$ cat src/dps_pkg.sv
// ----------------------------------------------------------------------------
// dps_pkg
// shared constants and types of the dependency priority scheduler
// ----------------------------------------------------------------------------
package dps_pkg;

    localparam int TableSlotsDef = 16;
    localparam int BatchLimitDef = 16;
    localparam int MaxResults    = 16;
    localparam int QueueDepth    = 2;

    localparam logic [2:0] K_ADD      = 3'd0;
    localparam logic [2:0] K_COMPLETE = 3'd1;
    localparam logic [2:0] K_CANCEL   = 3'd2;
    localparam logic [2:0] K_DISPATCH = 3'd3;
    localparam logic [2:0] K_QUERY    = 3'd4;

    localparam logic [1:0] ST_OK       = 2'd0;
    localparam logic [1:0] ST_FULL     = 2'd1;
    localparam logic [1:0] ST_NOTFOUND = 2'd2;
    localparam logic [1:0] ST_NONE     = 2'd3;

    localparam logic [1:0] PH_PENDING = 2'd0;
    localparam logic [1:0] PH_READY   = 2'd1;
    localparam logic [1:0] PH_RUNNING = 2'd2;
    localparam logic [1:0] PH_DONE    = 2'd3;

    // one classified operation as it waits in the queue
    typedef struct packed {
        logic [2:0]  kind;
        logic [63:0] req_id;
        logic [63:0] pred_id;
        logic [7:0]  prio;
        logic [4:0]  cap;
    } t_op;

    // one result item
    typedef struct packed {
        logic [1:0]  status;
        logic [63:0] out_id;
        logic [7:0]  out_prio;
        logic        can_run;
        logic [7:0]  qry_prio;
        logic [4:0]  ready_count;
        logic [4:0]  pending_count;
        logic        last;
    } t_res;

endpackage

$ cat src/dps_front.sv
// ----------------------------------------------------------------------------
// dps_front
// accepts operations, clamps the batch size and queues them for the engine
// ----------------------------------------------------------------------------
module dps_front
    import dps_pkg::*;
#(
    parameter int BATCH_LIMIT = BatchLimitDef
) (
    input  logic        i_clk,
    input  logic        i_rst_n,
    input  logic        i_valid,
    output logic        o_stall,
    input  logic [2:0]  i_kind,
    input  logic [63:0] i_req_id,
    input  logic [63:0] i_pred_id,
    input  logic [7:0]  i_priority_req,
    input  logic [4:0]  i_batch_max,
    output logic        o_op_valid,
    input  logic        i_op_take,
    output t_op         o_op
);
    localparam int CapMax = (BATCH_LIMIT < MaxResults) ? BATCH_LIMIT : MaxResults;

    t_op  r_q [QueueDepth];
    logic r_wp, r_rp;
    logic [1:0] r_cnt;
    t_op  w_op;
    logic w_push, w_pop;

    // batch size clamp
    always_comb begin
        w_op         = '0;
        w_op.kind    = i_kind;
        w_op.req_id  = i_req_id;
        w_op.pred_id = i_pred_id;
        w_op.prio    = i_priority_req;
        if (i_batch_max == 5'd0)
            w_op.cap = 5'd1;
        else if (int'(i_batch_max) > CapMax)
            w_op.cap = 5'(CapMax);
        else
            w_op.cap = i_batch_max;
    end

    assign o_stall    = (r_cnt == 2'(QueueDepth));
    assign w_push     = i_valid && !o_stall;
    assign o_op_valid = (r_cnt != 2'd0);
    assign w_pop      = o_op_valid && i_op_take;
    assign o_op       = r_q[r_rp];

    // queue storage
    always_ff @(posedge i_clk) begin
        if (w_push) r_q[r_wp] <= w_op;
    end

    // queue pointers
    always_ff @(posedge i_clk) begin
        if (!i_rst_n) begin
            r_wp <= 1'b0; r_rp <= 1'b0; r_cnt <= 2'd0;
        end else begin
            if (w_push) r_wp <= ~r_wp;
            if (w_pop)  r_rp <= ~r_rp;
            r_cnt <= r_cnt + 2'(w_push) - 2'(w_pop);
        end
    end

    a_cnt_bound: assert property (@(posedge i_clk) disable iff (!i_rst_n)
        r_cnt <= 2'(QueueDepth)) else $error("queue overflow");
    a_no_pop_empty: assert property (@(posedge i_clk) disable iff (!i_rst_n)
        (r_cnt == 2'd0) |-> !w_pop) else $error("pop from empty queue");
    a_full_stall: assert property (@(posedge i_clk) disable iff (!i_rst_n)
        (r_cnt == 2'(QueueDepth)) |-> o_stall) else $error("full without stall");
endmodule

$ cat src/dps_engine.sv
// ----------------------------------------------------------------------------
// dps_engine
// slot table and sequencer that carries out one operation at a time
// ----------------------------------------------------------------------------
module dps_engine
    import dps_pkg::*;
#(
    parameter int TABLE_SLOTS = TableSlotsDef
) (
    input  logic        i_clk,
    input  logic        i_rst_n,
    input  logic [7:0]  i_absent,
    input  logic        i_op_valid,
    output logic        o_op_take,
    input  t_op         i_op,
    output logic        o_valid,
    input  logic        i_stall,
    output t_res        o_res
);
    localparam int IW = (TABLE_SLOTS > 1) ? $clog2(TABLE_SLOTS) : 1;
    localparam int CW = $clog2(TABLE_SLOTS + 1);
    localparam int PW = CW + 1;

    typedef enum logic [9:0] {
        S_IDLE   = 10'b0000000001,
        S_FIND   = 10'b0000000010,
        S_EXEC   = 10'b0000000100,
        S_BOOST  = 10'b0000001000,
        S_REL    = 10'b0000010000,
        S_CANC   = 10'b0000100000,
        S_DSCAN  = 10'b0001000000,
        S_DPICK  = 10'b0010000000,
        S_COUNT  = 10'b0100000000,
        S_OUT    = 10'b1000000000
    } t_state;

    t_state r_state;
    t_op    r_op;

    // slot table
    logic              r_used   [TABLE_SLOTS];
    logic [63:0]       r_id     [TABLE_SLOTS];
    logic [63:0]       r_pid    [TABLE_SLOTS];
    logic              r_linked [TABLE_SLOTS];
    logic [IW-1:0]     r_link   [TABLE_SLOTS];
    logic [7:0]        r_base   [TABLE_SLOTS];
    logic [7:0]        r_eff    [TABLE_SLOTS];
    logic              r_boost  [TABLE_SLOTS];
    logic [1:0]        r_phase  [TABLE_SLOTS];
    logic [31:0]       r_rstamp [TABLE_SLOTS];
    logic [31:0]       r_astamp [TABLE_SLOTS];
    logic              r_mark   [TABLE_SLOTS];
    logic [31:0]       r_stamp;

    // scan control
    logic [CW-1:0] r_idx;
    logic          r_found;
    logic [IW-1:0] r_best;
    logic [31:0]   r_bage;
    logic [IW-1:0] r_tgt;      // slot the operation names
    logic [IW-1:0] r_child, r_par;
    logic [PW-1:0] r_pass;
    logic          r_chg;
    logic [4:0]    r_k;
    logic [CW-1:0] r_rc, r_pc;
    logic [CW-1:0] r_dn;       // results this dispatch hands out
    logic [1:0]    r_status;
    logic [63:0]   r_oid;
    logic [7:0]    r_oprio;
    logic          r_cr;
    logic [7:0]    r_ep;
    logic          r_more;     // dispatch has more to hand out after this result
    logic          r_oval;
    t_res          r_res;

    logic [IW-1:0] w_i;
    logic [31:0]   w_age, w_rage;
    logic          w_idx_end;
    logic [CW-1:0] w_dn;

    // counts saturate at the width of the result fields
    function automatic logic [4:0] sat_count(logic [CW-1:0] v);
        return (int'(v) > 31) ? 5'd31 : 5'(v);
    endfunction

    assign w_i       = r_idx[IW-1:0];
    assign w_age     = r_stamp - r_astamp[w_i];
    assign w_rage    = r_stamp - r_rstamp[w_i];
    assign w_idx_end = (r_idx == CW'(TABLE_SLOTS - 1));
    assign w_dn      = (int'(r_rc) < int'(r_op.cap)) ? r_rc : CW'(r_op.cap);
    assign o_op_take = (r_state == S_IDLE) && i_op_valid;
    assign o_valid   = r_oval;
    assign o_res     = r_res;

    // sequencer, one slot looked at per cycle
    always_ff @(posedge i_clk) begin
        if (!i_rst_n) begin
            r_state <= S_IDLE;
            r_oval  <= 1'b0;
            r_stamp <= 32'd0;
            for (int i = 0; i < TABLE_SLOTS; i++) begin
                r_used[i] <= 1'b0; r_linked[i] <= 1'b0; r_boost[i] <= 1'b0;
            end
        end else begin
            if (r_oval && !i_stall) r_oval <= 1'b0;
            case (r_state)
                S_IDLE: begin
                    if (i_op_valid) begin
                        r_op <= i_op; r_idx <= '0; r_found <= 1'b0; r_k <= 5'd0;
                        r_status <= ST_OK; r_oid <= '0; r_oprio <= '0;
                        r_cr <= 1'b0; r_ep <= '0;
                        if (i_op.kind == K_ADD) r_state <= S_FIND;
                        else if (i_op.kind == K_COMPLETE || i_op.kind == K_CANCEL ||
                                 i_op.kind == K_QUERY) r_state <= S_FIND;
                        else begin
                            r_rc <= '0; r_pc <= '0; r_state <= S_COUNT;
                        end
                    end
                end
                // add: lowest free slot; others: newest slot holding the id
                S_FIND: begin
                    if (r_op.kind == K_ADD) begin
                        if (!r_found && !r_used[w_i]) begin
                            r_found <= 1'b1; r_tgt <= w_i;
                        end
                    end else if (r_used[w_i] && r_id[w_i] == r_op.req_id &&
                                 (!r_found || w_age < r_bage)) begin
                        r_found <= 1'b1; r_tgt <= w_i; r_bage <= w_age;
                    end
                    r_idx <= r_idx + 1'b1;
                    if (w_idx_end) r_state <= S_EXEC;
                end
                S_EXEC: begin
                    r_idx <= '0; r_rc <= '0; r_pc <= '0;
                    if (r_op.kind == K_ADD) begin
                        if (!r_found) begin
                            r_status <= ST_FULL; r_state <= S_COUNT;
                        end else begin
                            r_used[r_tgt] <= 1'b1; r_id[r_tgt] <= r_op.req_id;
                            r_pid[r_tgt] <= r_op.pred_id; r_base[r_tgt] <= r_op.prio;
                            r_eff[r_tgt] <= r_op.prio; r_boost[r_tgt] <= 1'b0;
                            r_linked[r_tgt] <= 1'b0; r_link[r_tgt] <= '0;
                            r_rstamp[r_tgt] <= 32'd0; r_astamp[r_tgt] <= r_stamp;
                            r_stamp <= r_stamp + 32'd1;
                            r_found <= 1'b0; r_child <= r_tgt;
                            // reuse find loop for predecessor via boost state
                            r_state <= S_BOOST; r_pass <= '0; r_chg <= 1'b0;
                        end
                    end else if (!r_found) begin
                        r_status <= ST_NOTFOUND;
                        if (r_op.kind == K_QUERY) r_ep <= i_absent;
                        r_state <= S_COUNT;
                    end else if (r_op.kind == K_QUERY) begin
                        r_cr <= (r_phase[r_tgt] == PH_READY) ||
                                (r_phase[r_tgt] == PH_RUNNING);
                        r_ep <= r_eff[r_tgt];
                        r_state <= S_COUNT;
                    end else if (r_op.kind == K_COMPLETE) begin
                        r_phase[r_tgt] <= PH_DONE;
                        if (r_boost[r_tgt]) begin
                            r_eff[r_tgt] <= r_base[r_tgt]; r_boost[r_tgt] <= 1'b0;
                        end
                        r_found <= 1'b0; r_state <= S_REL;
                    end else begin
                        for (int i = 0; i < TABLE_SLOTS; i++)
                            r_mark[i] <= (IW'(i) == r_tgt);
                        r_chg <= 1'b0; r_state <= S_CANC;
                    end
                end
                // add: predecessor search (r_pass 0), then one chain link per cycle
                S_BOOST: begin
                    if (r_pass == '0) begin
                        if (r_op.pred_id != 64'd0 && r_used[w_i] && w_i != r_child &&
                            r_id[w_i] == r_op.pred_id &&
                            (!r_found || w_age < r_bage)) begin
                            r_found <= 1'b1; r_par <= w_i; r_bage <= w_age;
                        end
                        r_idx <= r_idx + 1'b1;
                        if (w_idx_end) begin
                            r_pass <= PW'(1);
                            r_idx <= '0;
                        end
                    end else if (r_pass == PW'(1)) begin
                        if (r_found && r_phase[r_par] != PH_DONE) begin
                            r_linked[r_child] <= 1'b1; r_link[r_child] <= r_par;
                            r_phase[r_child] <= PH_PENDING;
                            r_pass <= PW'(2);
                        end else begin
                            r_phase[r_child] <= PH_READY;
                            r_rstamp[r_child] <= r_stamp;
                            r_stamp <= r_stamp + 32'd1;
                            r_state <= S_COUNT;
                        end
                    end else begin
                        if (r_eff[r_child] <= r_eff[r_par] ||
                            r_pass == PW'(TABLE_SLOTS + 1)) begin
                            r_state <= S_COUNT;
                        end else begin
                            r_eff[r_par] <= r_eff[r_child]; r_boost[r_par] <= 1'b1;
                            if (r_phase[r_par] == PH_READY) begin
                                r_rstamp[r_par] <= r_stamp;
                                r_stamp <= r_stamp + 32'd1;
                            end
                            if (r_pid[r_par] != 64'd0 && r_phase[r_par] == PH_PENDING &&
                                r_linked[r_par]) begin
                                r_child <= r_par; r_par <= r_link[r_par];
                                r_pass <= r_pass + 1'b1;
                            end else r_state <= S_COUNT;
                        end
                    end
                end
                // complete: release oldest linked successor per sweep
                S_REL: begin
                    if (r_used[w_i] && r_linked[w_i] && r_link[w_i] == r_tgt &&
                        (!r_found || w_age > r_bage)) begin
                        r_found <= 1'b1; r_best <= w_i; r_bage <= w_age;
                    end
                    r_idx <= r_idx + 1'b1;
                    if (w_idx_end) begin
                        r_idx <= '0;
                        if (!r_found && !(r_used[w_i] && r_linked[w_i] &&
                                          r_link[w_i] == r_tgt)) begin
                            r_state <= S_COUNT;
                        end
                    end
                    if (r_idx == '0 && r_found) begin
                        // apply last sweep's pick before scanning again
                        r_found <= 1'b0;
                        r_linked[r_best] <= 1'b0;
                        if (r_phase[r_best] == PH_PENDING) begin
                            r_phase[r_best] <= PH_READY;
                            if (r_boost[r_best]) begin
                                r_eff[r_best] <= r_base[r_best];
                                r_boost[r_best] <= 1'b0;
                            end
                            r_rstamp[r_best] <= r_stamp;
                            r_stamp <= r_stamp + 32'd1;
                        end
                        r_idx <= '0;
                    end
                end
                // cancel: propagate marks a slot at a time until stable
                S_CANC: begin
                    if (r_used[w_i] && r_linked[w_i] && r_mark[r_link[w_i]] &&
                        !r_mark[w_i]) begin
                        r_mark[w_i] <= 1'b1; r_chg <= 1'b1;
                    end
                    r_idx <= r_idx + 1'b1;
                    if (w_idx_end) begin
                        r_idx <= '0; r_chg <= 1'b0;
                        if (!r_chg && !(r_used[w_i] && r_linked[w_i] &&
                                        r_mark[r_link[w_i]] && !r_mark[w_i])) begin
                            for (int i = 0; i < TABLE_SLOTS; i++)
                                if (r_mark[i]) begin
                                    r_used[i] <= 1'b0; r_linked[i] <= 1'b0;
                                    r_boost[i] <= 1'b0;
                                end
                            r_state <= S_COUNT;
                        end
                    end
                end
                // dispatch: best ready slot; the first scan also fixes the batch size
                S_DSCAN: begin
                    if (r_idx == '0) r_found <= 1'b0;
                    if (r_idx == '0 && r_k == 5'd0) begin
                        r_dn <= w_dn; r_rc <= r_rc - w_dn;
                    end
                    if (r_used[w_i] && r_phase[w_i] == PH_READY &&
                        (!(r_found && r_idx != '0) || r_eff[w_i] > r_eff[r_best] ||
                         (r_eff[w_i] == r_eff[r_best] && w_rage > r_bage))) begin
                        r_found <= 1'b1; r_best <= w_i; r_bage <= w_rage;
                    end
                    r_idx <= r_idx + 1'b1;
                    if (w_idx_end) r_state <= S_DPICK;
                end
                S_DPICK: begin
                    if (!r_found) begin
                        r_status <= ST_NONE; r_more <= 1'b0;
                    end else begin
                        r_phase[r_best] <= PH_RUNNING;
                        r_oid <= r_id[r_best]; r_oprio <= r_eff[r_best];
                        r_k <= r_k + 5'd1;
                        r_more <= (int'(r_k) + 1 < int'(r_dn));
                    end
                    r_state <= S_OUT;
                end
                // counts after the step; dispatch counts first and takes off its batch
                S_COUNT: begin
                    if (r_used[w_i] && r_phase[w_i] == PH_READY)   r_rc <= r_rc + 1'b1;
                    if (r_used[w_i] && r_phase[w_i] == PH_PENDING) r_pc <= r_pc + 1'b1;
                    r_idx <= r_idx + 1'b1;
                    if (w_idx_end) begin
                        r_idx <= '0;
                        if (r_op.kind == K_DISPATCH) r_state <= S_DSCAN;
                        else r_state <= S_OUT;
                    end
                end
                S_OUT: begin
                    if (!r_oval || !i_stall) begin
                        r_oval <= 1'b1;
                        r_res  <= '{status: r_status, out_id: r_oid, out_prio: r_oprio,
                                    can_run: r_cr, qry_prio: r_ep,
                                    ready_count: sat_count(r_rc),
                                    pending_count: sat_count(r_pc),
                                    last: (r_op.kind != K_DISPATCH) || !r_more};
                        r_idx <= '0;
                        if (r_op.kind == K_DISPATCH && r_more) r_state <= S_DSCAN;
                        else r_state <= S_IDLE;
                    end
                end
                default: r_state <= S_IDLE;
            endcase
        end
    end

    a_take_idle: assert property (@(posedge i_clk) disable iff (!i_rst_n)
        o_op_take |-> (r_state == S_IDLE)) else $error("take while busy");
    a_res_hold: assert property (@(posedge i_clk) disable iff (!i_rst_n)
        (r_oval && i_stall) |=> (r_oval && $stable(r_res))) else $error("result lost");
    a_batch: assert property (@(posedge i_clk) disable iff (!i_rst_n)
        r_k <= 5'(MaxResults)) else $error("batch over limit");
endmodule

$ cat src/dependency_priority_scheduler.sv
// ----------------------------------------------------------------------------
// dependency_priority_scheduler
// request table scheduler with dependency chains and priority inheritance
// ----------------------------------------------------------------------------
// channel  direction  handshake             payload
// input    in         i_valid / o_stall     i_kind i_req_id i_pred_id i_priority_req i_batch_max
// output   out        o_valid / i_stall     o_status o_out_id o_out_prio o_can_run ...
// config   in         i_cfg_we              i_cfg_data (absent_priority)
//
// one operation at a time; each pass walks over every slot of the table.
// add: a free-slot pass, a predecessor pass, one step per boosted link and a
// counting pass; complete: one pass per released successor; cancel: one pass
// per subtree level; dispatch: a counting pass, then one pass per result.
// reset is synchronous; the table needs no clearing pass. a two-entry queue
// lets operations be taken while the engine is busy.
// ----------------------------------------------------------------------------
module dependency_priority_scheduler
    import dps_pkg::*;
#(
    parameter int TABLE_SLOTS = TableSlotsDef,
    parameter int BATCH_LIMIT = BatchLimitDef
) (
    input  logic        i_clk,
    input  logic        i_rst_n,
    input  logic        i_cfg_we,
    input  logic [7:0]  i_cfg_data,
    input  logic        i_valid,
    output logic        o_stall,
    input  logic [2:0]  i_kind,
    input  logic [63:0] i_req_id,
    input  logic [63:0] i_pred_id,
    input  logic [7:0]  i_priority_req,
    input  logic [4:0]  i_batch_max,
    output logic        o_valid,
    input  logic        i_stall,
    output logic [1:0]  o_status,
    output logic [63:0] o_out_id,
    output logic [7:0]  o_out_prio,
    output logic        o_can_run,
    output logic [7:0]  o_qry_prio,
    output logic [4:0]  o_ready_count,
    output logic [4:0]  o_pending_count,
    output logic        o_last
);
    logic [7:0] r_absent;
    logic       w_op_valid, w_op_take;
    t_op        w_op;
    t_res       w_res;

    // configuration register
    always_ff @(posedge i_clk) begin
        if (!i_rst_n) r_absent <= 8'd4;
        else if (i_cfg_we) r_absent <= i_cfg_data;
    end

    dps_front #(.BATCH_LIMIT(BATCH_LIMIT)) u_front (
        .i_clk, .i_rst_n, .i_valid, .o_stall, .i_kind, .i_req_id, .i_pred_id,
        .i_priority_req, .i_batch_max,
        .o_op_valid(w_op_valid), .i_op_take(w_op_take), .o_op(w_op)
    );

    dps_engine #(.TABLE_SLOTS(TABLE_SLOTS)) u_engine (
        .i_clk, .i_rst_n, .i_absent(r_absent),
        .i_op_valid(w_op_valid), .o_op_take(w_op_take), .i_op(w_op),
        .o_valid, .i_stall, .o_res(w_res)
    );

    assign o_status        = w_res.status;
    assign o_out_id        = w_res.out_id;
    assign o_out_prio      = w_res.out_prio;
    assign o_can_run       = w_res.can_run;
    assign o_qry_prio      = w_res.qry_prio;
    assign o_ready_count   = w_res.ready_count;
    assign o_pending_count = w_res.pending_count;
    assign o_last          = w_res.last;
endmodule

$ cat config.mk
export PLATFORM = sky130hd
export DESIGN_NAME = dependency_priority_scheduler
export DESIGN_NICKNAME = d
export VERILOG_FILES = /design/src/dps_pkg.sv /design/src/dps_front.sv /design/src/dps_engine.sv /design/src/dependency_priority_scheduler.sv
export SDC_FILE = /design/constraint.sdc
export NUM_CORES = 2
export LEC_CHECK = 0
export BUFFER_PORTS_ARGS = -buffer_cell sky130_fd_sc_hd__buf_2
export CAP_MARGIN = 20
export CORE_UTILIZATION = 40
export DETAILED_ROUTE_END_ITERATION = 6
export GPL_TIMING_DRIVEN = 0
export PLACE_DENSITY = 0.58
export SLEW_MARGIN = 25
export SYNTH_ARGS = -nofsm -noshare
export SYNTH_HDL_FRONTEND = slang
export SYNTH_SLANG_ARGS = --single-unit
$ cat constraint.sdc
create_clock -name i_clk -period 36.7 [get_ports i_clk]
set_input_delay 5.505 -clock i_clk [delete_from_list [all_inputs] [get_ports i_clk]]
set_output_delay 5.505 -clock i_clk [all_outputs]
set_load 0.03 [all_outputs]
==> qor.csv <==
metric,value,unit
clock_latency,1.04,ns
switching_share,34.6,%
ys_seq_area_share,70.0,%
synth_edf_count,4129,
worstPathRequired,37.43,ns
clk_path_buf_depth,4,
violations,design-rule violations,
area_growth,18.5,%
wire_per_inst,40.2,µm
combPwrFrac,28.8,%
setup_tns,0,ns
clkSinkCount,4255,
synth_top_cell_area_share,68.6,%
postCtsSetupBuffers,0,
vias,109000,
critPathKind,reg -> reg,
gp_congestion,1.03,
path_buf_inv,14,
p_int,9.46,mW
syn_inst,9615,
drtIter0Drc,15300,
cts_tree,done,
die_x,674,µm
ys_seq_elements,4255,
crit_path_top_delay_cell,buf_2,
routed_wl,689000,µm
synth_largest_area_cell,edfxtp_1,
crit_arrival,16.56,ns
layout-drive-gt1-share,29.2,%
power.switching,5.01,mW
power,14.5,mW
finalSetupViolCount,0,
power.leakage,70.9,nW
start_util,40.2,%
grt_overflow_total,0,
syn-num-nets,9945,
drt_pass1_iterations,7,
drv_cap,0,
final_nets,11100,
antenna_left,0,
cts_resized,0,
io_buffers,251,
fin_crit,15.83,ns
p_clk_share,31.0,%
grt_pass1_vias,106000,
max_slew_margin,11.1,%
maxSlewViolCount,0,
grtUsageTotal,29.9,%
yosys_warnings,0,
yosysUniqueCellTypes,93,
core_area,449000,µm²
hold_buffers,0,
dpl.hpwl,499000,µm
yosysMostFrequentCell,edfxtp_1,
async_flop_share,0,%
drc,7,
seqPwrFrac,40.1,%
synth_common_cells,"4,129 x edfxtp_1, 1,204 x mux4_2, 385 x nor2_1",
routed_via_density,6.34,
grt_max_degree,48,
timing.fmax,63.2,MHz
cpPeakStageDelay,0.84,ns
syn_area,181000,µm²
status,"finished, violations left",
hold_violations,0,
grt_pass1_wl,923000,µm
p_per_area,67.5,nW/µm²
cts_buffers,436,
critical_path.top_delay_family,buffers and inverters,
die_area,455000,µm²
synth-main-ff-cell,edfxtp_1,
irDropWorstVdd,0.0557,mV
crit_path_frequent_cell,buf_2,
die_y,674,µm
htreeDepth,5,
critPathCaptureType,flop,
ioPinCount,253,
start_kind,flop,
hp-class,reg -> reg,
postSynthAreaPerCell,18.8,µm²
period_share,43.1,%
antenna_found_initial,86,
root_buffer,clkbuf_16,
worst_slew_pin_slew,1.33,ns
rsz0062_at_grt,no,
std_cell_rows,246,
final.setup_skew,0.0859,ns
synth.top_cells.by_area,"edfxtp_1 69%, mux4_2 15%, mux2i_1 1.6%, mux2_2 1.4%, dfxtp_1 1.4%",
path_clk_slew,0.06,ns
crit_path_max_fanout,11,
[through the flow]
stage	cells	utilization, %	setup WS, ns	area [µm²]	hold slack [ns]
after global routing	17100	47.6	20.50	214000	0.398
after detailed placement	16300	44.4	21.29	200000	0.405
after global placement	15800	42.2	9.90	189000	0.406
after floorplan	9615	-	20.30	181000	0.400
final	17100	47.7	20.87	214000	0.388
after CTS	17100	47.6	21.29	214000	0.379
[path summary, 6_finish.rpt]
kind                          from                   to  slack [ns]  cells after the start
hold reg to reg   u_engine.r_ep[2]   u_engine.o_res[13]        0.39                      0
setup reg to reg              flop  u_engine.r_bage[24]       20.87                     37
hold / removal    u_engine.r_ep[2]   u_engine.o_res[13]        0.39                      0
setup / recovery              flop  u_engine.r_bage[24]       20.87                     37
[routing by layer]
| metal | up-vias | part of all wire, % | track usage, % |
|---|---|---|---|
| met4 | 28 | 6.0 | 15.1 |
| met1 | 57900 | 38 | 39.3 |
| met2 | 6932 | 45 | 46.1 |
| met3 | 1564 | 10 | 7.93 |
| li1 | 42400 | - | - |
| met5 | - | 0.027 | 0 |
[sequential cells by signal, summed over array words and instances, names as in the netlist, 94 cells and up, named ones only]
register and cells:
u_engine.r_astamp 512, u_engine.r_pid 1024, u_engine.o_res 94, u_front.r_q 288, u_engine.r_base 128, u_engine.r_id 1024
u_engine.r_rstamp 512, u_engine.r_eff 128, u_engine.r_op 144
[kinds of logic after synthesis]
family                   Yosys count  share of synthesized area [%]
AO/OA/AOI/OAI                    882                           3.33
flip-flops                      4255                           70.0
buffers and inverters            684                           1.60
AND/OR/NAND/NOR                 1693                           4.80
XOR/XNOR                         192                          0.930
multiplexers                    1735                           18.1
adder cells (fa/ha/maj)          174                           1.22
[cell type report]
class                      count  area (µm²)
antenna                       53         133
buffer                       473        2310
clock buffer                 532       11400
clock inverter               278        2960
fill                       37100      235000
inverter                     211         792
multi-input combinational   4676       52000
sequential                  4255      127000
tap                         5952        7450
timing repair buffer         717       10600
[cell usage in the layout, fill, tap and decap left out, types with 97 or more instances in the layout]
cell type,count
edfxtp_1,4129
mux4_2,1204
clkbuf_16,440
buf_2,411
nand2_1,348
nor2_1,332
mux2i_1,263
nor4_1,259
clkbuf_1,254
mux2_2,226
inv_1,205
a21oi_1,181
buf_16,177
ha_1,170
dfxtp_1,126
xnor2_1,120
o21ai_0,119
buf_12,111
buf_8,106
nand3_1,104
clkinv_1,99
and2_1,97
nor3_1,97
[power by group through the flow]
| stage | registers (mW) | logic [mW] | clock network (mW) |
|---|---|---|---|
| 2_1_floorplan | 5.84 | 1.88 | 0 |
| 3_3_place_gp | 6.07 | 3.62 | 0 |
| 3_5_place_dp | 5.90 | 4.01 | 0 |
| 4_1_cts | 5.80 | 4.02 | 4.54 |
| 5_1_grt | 5.81 | 4.18 | 4.70 |
| 6_report | 5.80 | 4.17 | 4.49 |
No activity file was read; power rests on OpenSTA's default activity.
